**config.mk**
```make
export PLATFORM = sky130hd
export DESIGN_NAME = sps_window
export DESIGN_NICKNAME = d
export VERILOG_FILES = /design/src/sv/sps_pkg.sv /design/src/sv/sps_window.sv
export SDC_FILE = /design/constraint.sdc
export NUM_CORES = 1
export LEC_CHECK = 0
export ABC_CLOCK_PERIOD_IN_PS = 7800
export BUFFER_PORTS_ARGS = -buffer_cell sky130_fd_sc_hd__buf_2
export CORE_UTILIZATION = 25
export DETAILED_ROUTE_END_ITERATION = 10
export MAX_ROUTING_LAYER = met4
export PLACE_DENSITY = 0.51
export RECOVER_POWER = 25
export SYNTH_ARGS = -nofsm -noshare
export SYNTH_HDL_FRONTEND = slang
export SYNTH_SLANG_ARGS = --single-unit
export TNS_END_PERCENT = 100
```
**constraint.sdc**
```tcl
create_clock -name clk -period 7.8 [get_ports clk]
set_input_delay 0.39 -clock clk [delete_from_list [all_inputs] [get_ports clk]]
set_output_delay 0.39 -clock clk [all_outputs]
set_load 0.03 [all_outputs]
```
**src/sv/sps_pkg.sv**
```systemverilog
`timescale 1ns / 1ps
// ----------------------------------------------------------------------------
// sps_pkg
// shared constants and control bundle of the 1d stencil filter
// ----------------------------------------------------------------------------
package sps_pkg;

	localparam int HALF_WIDTH_DEF  = 3;
	localparam int SAMPLE_BITS_DEF = 16;
	localparam int COEF_BITS       = 16;
	localparam int FRAC_BITS       = 15;

	typedef struct packed {
		logic valid;
		logic last;
	} sps_ctl_t;

endpackage

```
**src/sv/sps_window.sv**
```systemverilog
`timescale 1ns / 1ps
// ----------------------------------------------------------------------------
// sps_window
// sample history, frame counter and end-of-frame flush sequencer
// ----------------------------------------------------------------------------
module sps_window #(
	parameter int HALF_WIDTH  = sps_pkg::HALF_WIDTH_DEF,
	parameter int SAMPLE_BITS = sps_pkg::SAMPLE_BITS_DEF
) (
	input  logic                          clk,
	input  logic                          arst_n,
	input  logic                          adv,
	input  logic                          take,
	input  logic signed [SAMPLE_BITS-1:0] sample,
	input  logic                          frame_end,
	output logic                          busy,
	output sps_pkg::sps_ctl_t             issue,
	output logic signed [SAMPLE_BITS-1:0] taps [2*HALF_WIDTH+1]
);
	import sps_pkg::*;

	localparam int WIN_LEN  = 2 * HALF_WIDTH;
	localparam int NUM_TAPS = WIN_LEN + 1;
	localparam int CNT_BITS = $clog2(HALF_WIDTH + 1);

	logic signed [SAMPLE_BITS-1:0] window_q [WIN_LEN];
	logic signed [SAMPLE_BITS-1:0] flbuf_q  [NUM_TAPS];
	logic        [CNT_BITS-1:0]    seen_q;
	logic        [CNT_BITS-1:0]    left_q;

	logic signed [SAMPLE_BITS-1:0] cur     [NUM_TAPS];
	logic signed [SAMPLE_BITS-1:0] shifted [NUM_TAPS];
	logic        [CNT_BITS-1:0]    seen_nx;
	logic                          at_full;

	assign at_full = (seen_q == CNT_BITS'(HALF_WIDTH));
	assign seen_nx = at_full ? seen_q : seen_q + CNT_BITS'(1);
	assign busy    = (left_q != '0);

	always_comb begin
		for (int i = 0; i < WIN_LEN; i++) begin
			cur[i] = window_q[i];
		end
		cur[WIN_LEN] = sample;
		// first flush window: shifted left by HALF_WIDTH+1-seen_nx, zeros behind
		for (int i = 0; i < NUM_TAPS; i++) begin
			shifted[i] = '0;
			for (int s = 1; s <= HALF_WIDTH; s++) begin
				if (seen_nx == CNT_BITS'(HALF_WIDTH + 1 - s) && i + s <= WIN_LEN) begin
					shifted[i] = cur[i+s];
				end
			end
		end
	end

	always_comb begin
		if (busy) begin
			taps        = flbuf_q;
			issue.valid = 1'b1;
			issue.last  = (left_q == CNT_BITS'(1));
		end else begin
			taps        = cur;
			issue.valid = take && at_full;
			issue.last  = 1'b0;
		end
	end

	always_ff @(posedge clk or negedge arst_n) begin
		if (!arst_n) begin
			for (int i = 0; i < WIN_LEN; i++) begin
				window_q[i] <= '0;
			end
			seen_q <= '0;
			left_q <= '0;
		end else if (adv) begin
			if (busy) begin
				left_q <= left_q - CNT_BITS'(1);
			end else if (take) begin
				if (frame_end) begin
					for (int i = 0; i < WIN_LEN; i++) begin
						window_q[i] <= '0;
					end
					seen_q <= '0;
					left_q <= seen_nx;
				end else begin
					for (int i = 0; i < WIN_LEN; i++) begin
						window_q[i] <= cur[i+1];
					end
					seen_q <= seen_nx;
				end
			end
		end
	end

	always_ff @(posedge clk) begin
		if (adv) begin
			if (busy) begin
				for (int i = 0; i < WIN_LEN; i++) begin
					flbuf_q[i] <= flbuf_q[i+1];
				end
				flbuf_q[WIN_LEN] <= '0;
			end else if (take && frame_end) begin
				flbuf_q <= shifted;
			end
		end
	end

endmodule

```
==> metrics.md <==
| Metric | Value |
|---|---|
| Status | `finished with violations` |
| Violations in the final reports | `DRC, capacitance limit, slew limit` |
| Setup repair after global routing missed its margin | `no` |
| Antenna violations before repair | `0` |
| Cell Rows | `74` |
| Most frequent cell on the critical path | `sky130_fd_sc_hd__nand2_1` |
| Clock Power Share | `16.0%` |
| Pins over their slew limit | `202` |
| Worst setup path class | `reg -> out` |
| Cell accounting for the most synthesized area | `sky130_fd_sc_hd__edfxtp_1` |
| Leakage power of the design | `5.17 nW` |
| Number of remaining DRC errors | `1` |
| Cell Int Power | `2.62 mW` |
| Final net count | `1253` |
| Fraction of synthesis flops using an asynchronous set or reset pin | `51.0%` |
| Class of the worst hold path | `in -> reg` |
| Power density over the cells | `443 mW/mm2` |
| Worst path cell trace | `nor2_1, clkbuf_1, buf_4, nand2_1, nand2_1, buf_2` |
| Post-synthesis compound-gate area fraction | `14.9%` |
| Achievable clock frequency | `189 MHz` |
| Multiplexer share of the synthesized area | `3.84%` |
| Seq pwr share | `34.7%` |
| CP Data Arrival Time | `4.89 ns` |
| Portion of total power attributed to combinational logic | `49.3%` |
| Power dissipated by switching net loads | `2.69 mW` |
| CTS Buf Count | `17` |
| Max Fanout on Critical Path | `78` |
| Synth top cells by count | `sky130_fd_sc_hd__nand2_1 (433), sky130_fd_sc_hd__o21ai_0 (114), sky130_fd_sc_hd__dfrtp_1 (100)` |
| Post-synthesis simple-gate area fraction | `25.2%` |
| Setup skew after layout | `0.00922 ns` |
| Post-layout min period | `5.28 ns` |
| Clock Sink Count | `196` |
| Overall routing resource usage | `16.2%` |
| Weighted congestion at the end of routability-driven global placement | `0.768` |
| Adder-cell area share of the yosys netlist | `0%` |
| CTS H-tree depth | `4` |
| Area of the die | `0.0429 mm2` |
| XOR/XNOR share of the synthesized area | `0%` |
| Final number of setup-violating endpoints | `0` |
| Ranking of synthesized cells by area | `sky130_fd_sc_hd__edfxtp_1 (27%), sky130_fd_sc_hd__dfrtp_1 (24%), sky130_fd_sc_hd__nand2_1 (15%), sky130_fd_sc_hd__nand2b_1 (5.7%), sky130_fd_sc_hd__o21ai_0 (5.4%)` |
| Required time reported for the critical path endpoint | `7.41 ns` |
| Max-capacitance violation count | `3` |
| Worst-path clk slew | `0.07 ns` |
| # diodes | `0` |
| Detailed-router iteration count before antenna repair | `8` |
| Avg Vias per Cell | `4.68` |
| Vias | `8325` |
| Layout filler cell count | `4366` |
| Primary FF master, synth | `sky130_fd_sc_hd__dfrtp_1` |
| Sequential area share after synthesis | `51.1%` |
| Core Util, Final | `29.1%` |
| Ratio of cells with drive above 1 in the final layout | `17.8%` |
| Remaining number of nets flagged by the antenna check after routing | `0` |
| VDD IR max | `0.212 mV` |
| I/O pin total | `136` |
| Maximum single-stage delay on the critical path | `2.17 ns` |
| Most frequent cell after synthesis | `sky130_fd_sc_hd__nand2_1` |
| Number of buffers inserted by port buffering | `135` |
| Number of instances in the synthesized netlist | `1157` |
| Vertical die dimension | `207 um` |
| Fraction of power spent switching nets | `50.7%` |
| Total wire length | `33100 um` |
| Final Hold Violating Endpoints | `0` |
| Max-slew headroom at the worst pin | `-134%` |
| Number of DRC markers after the initial detailed-route iteration | `592` |
| Worst-path cell with the longest stage delay | `sky130_fd_sc_hd__clkbuf_1` |
| Cell area after synthesis | `0.0105 mm2` |
| Effective utilization at floorplan | `25.6%` |
| Flip-flop and latch count after synthesis | `196` |
| Hold buffer count at cts | `0` |
| Maximum number of pins on one net before global-route repair | `103` |
| Average wire per cell in the routed design | `18.6 um` |
| Clock tree root driver cell | `sky130_fd_sc_hd__clkbuf_16` |
| Part of the cycle the worst path needs | `67.7%` |
| TritonCTS clock tree | `done` |
| Portion of synthesized cell area occupied by the leading cell type | `27.4%` |
| Element type at the critical path end | `output pin` |
| Combinational family with the most area after synthesis | `simple AND/OR/NAND/NOR gates` |
| Setup TNS after final layout | `0 ns` |
| Net count of the mapped netlist | `1178` |
| P&R area growth vs syn | `13.9%` |
| Die Span X | `207 um` |
| Clock network latency to the later pin of the worst-skew pair | `0.44 ns` |
| Distinct cell type count after synthesis | `29` |
| Core region area | `0.0412 mm2` |
| Warnings from Yosys | `0` |
| Post-synth EDFFs | `96` |
| Resize count post-CTS | `0` |
| Grt total ovfl | `0` |
| Wire length of the first global-routing pass | `52200 um` |
| Transition time of the tightest slew-check pin | `3.51 ns` |
| Vias in the first global route | `8169` |
| Clk buf depth | `2` |
| Setup crit start kind | `register` |
| Post-CTS setup buffer count | `0` |
| HPWL after detailed placement | `20600 um` |
| Avg Cell Area, Syn | `9.10 um2` |
[metrics by stage]
stage / cells / setup WS, ns / power (mW) / hold WS, ns / area (um2)
floorplan: 1157 / 1.70 / 3.72 / 0.0944 / 10500
detailed placement: 1745 / 4.54 / 4.54 / 0.470 / 11500
CTS: 1777 / 4.12 / 5.40 / 0.0463 / 12000
global route: 1777 / 2.14 / 5.68 / 0.240 / 12000
finish: 1777 / 2.52 / 5.31 / 0.248 / 12000
global placement: 1745 / 4.60 / 4.51 / 0.460 / 11500
[power groups by stage]
stage | Sequential, mW | Combinational, mW | Clock (mW)
after floorplan | 1.72 | 2.00 | 0
after global placement | 1.86 | 2.65 | 0
after detailed placement | 1.87 | 2.67 | 0
after CTS | 1.85 | 2.68 | 0.876
after global routing | 1.90 | 2.88 | 0.910
final | 1.85 | 2.62 | 0.849
[final timing paths]
| check | end | from | cells past startpoint | slack [ns] |
|---|---|---|---|---|
| max reg2reg | flbuf_q[82] | left_q[0] | 4 | 3.00 |
| min | cur[17] | sample[1] | 3 | 0.25 |
| max in group asynchronous | seen_q[1] | arst_n | 1 | 4.41 |
| min reg2reg | cur[98] | cur[98] | 2 | 0.48 |
| max | taps[46] | left_q[0] | 6 | 2.52 |
| min in group asynchronous | cur[107] | arst_n | 1 | 1.05 |
[state kept, by name, summed over array words and instances (netlist names)]
register	count
cur	96
flbuf_q	96
left_q	2
seen_q	2
[cell type report]
type                    instances  area (um2)  area share [%]
inverters                       2        12.5           0.104
well taps                     532         666            5.55
repair buffers                148         763            6.36
flip-flops and latches        196        5390            44.9
clock buffers                  19         443            3.69
multi-input cells             867        4620            38.6
clock inverters                13        95.1           0.793
[worst max-delay path: cells and delay by family, from the launching register on]
| kind | cells | cell delay (ns) |
|---|---|---|
| buffers and inverters | 3 | 3.31 |
| flip-flops | 1 | 0.46 |
| AND/OR/NAND/NOR | 3 | 0.60 |
[metal layers]
layer	wire length, um	part of all wire (%)	global-route usage (%)
met2	13600	41	21.9
met1	17200	52	24.0
met4	854	2.6	5.35
met3	1530	4.6	3.07
met5	0	0	-
[cell usage in the layout (no fill, tap or decap), drive strengths merged]
cell type and instances:
and2 16, edfxtp 96, and3b 16, nand3 1, a21oi 19, mux2i 19
nor4 1, nand2b 96, dfrtp 100, nor2b 2, clkinvlp 2, inv 9
mux2 19, nor2 1, nand2 433, clkinv 4, o21ai 132, and3 16
o211ai 46, o21a 1, a22oi 46, nor4bb 1, o31ai 1, clkbuf 23
nand4bb 1, buf 144
[kinds of logic after synthesis]
logic type / Yosys count
mux: 38
simple gates: 584
flops: 196
compound gates: 245
buf+inv: 94
No activity file was read; power rests on OpenSTA's default activity.
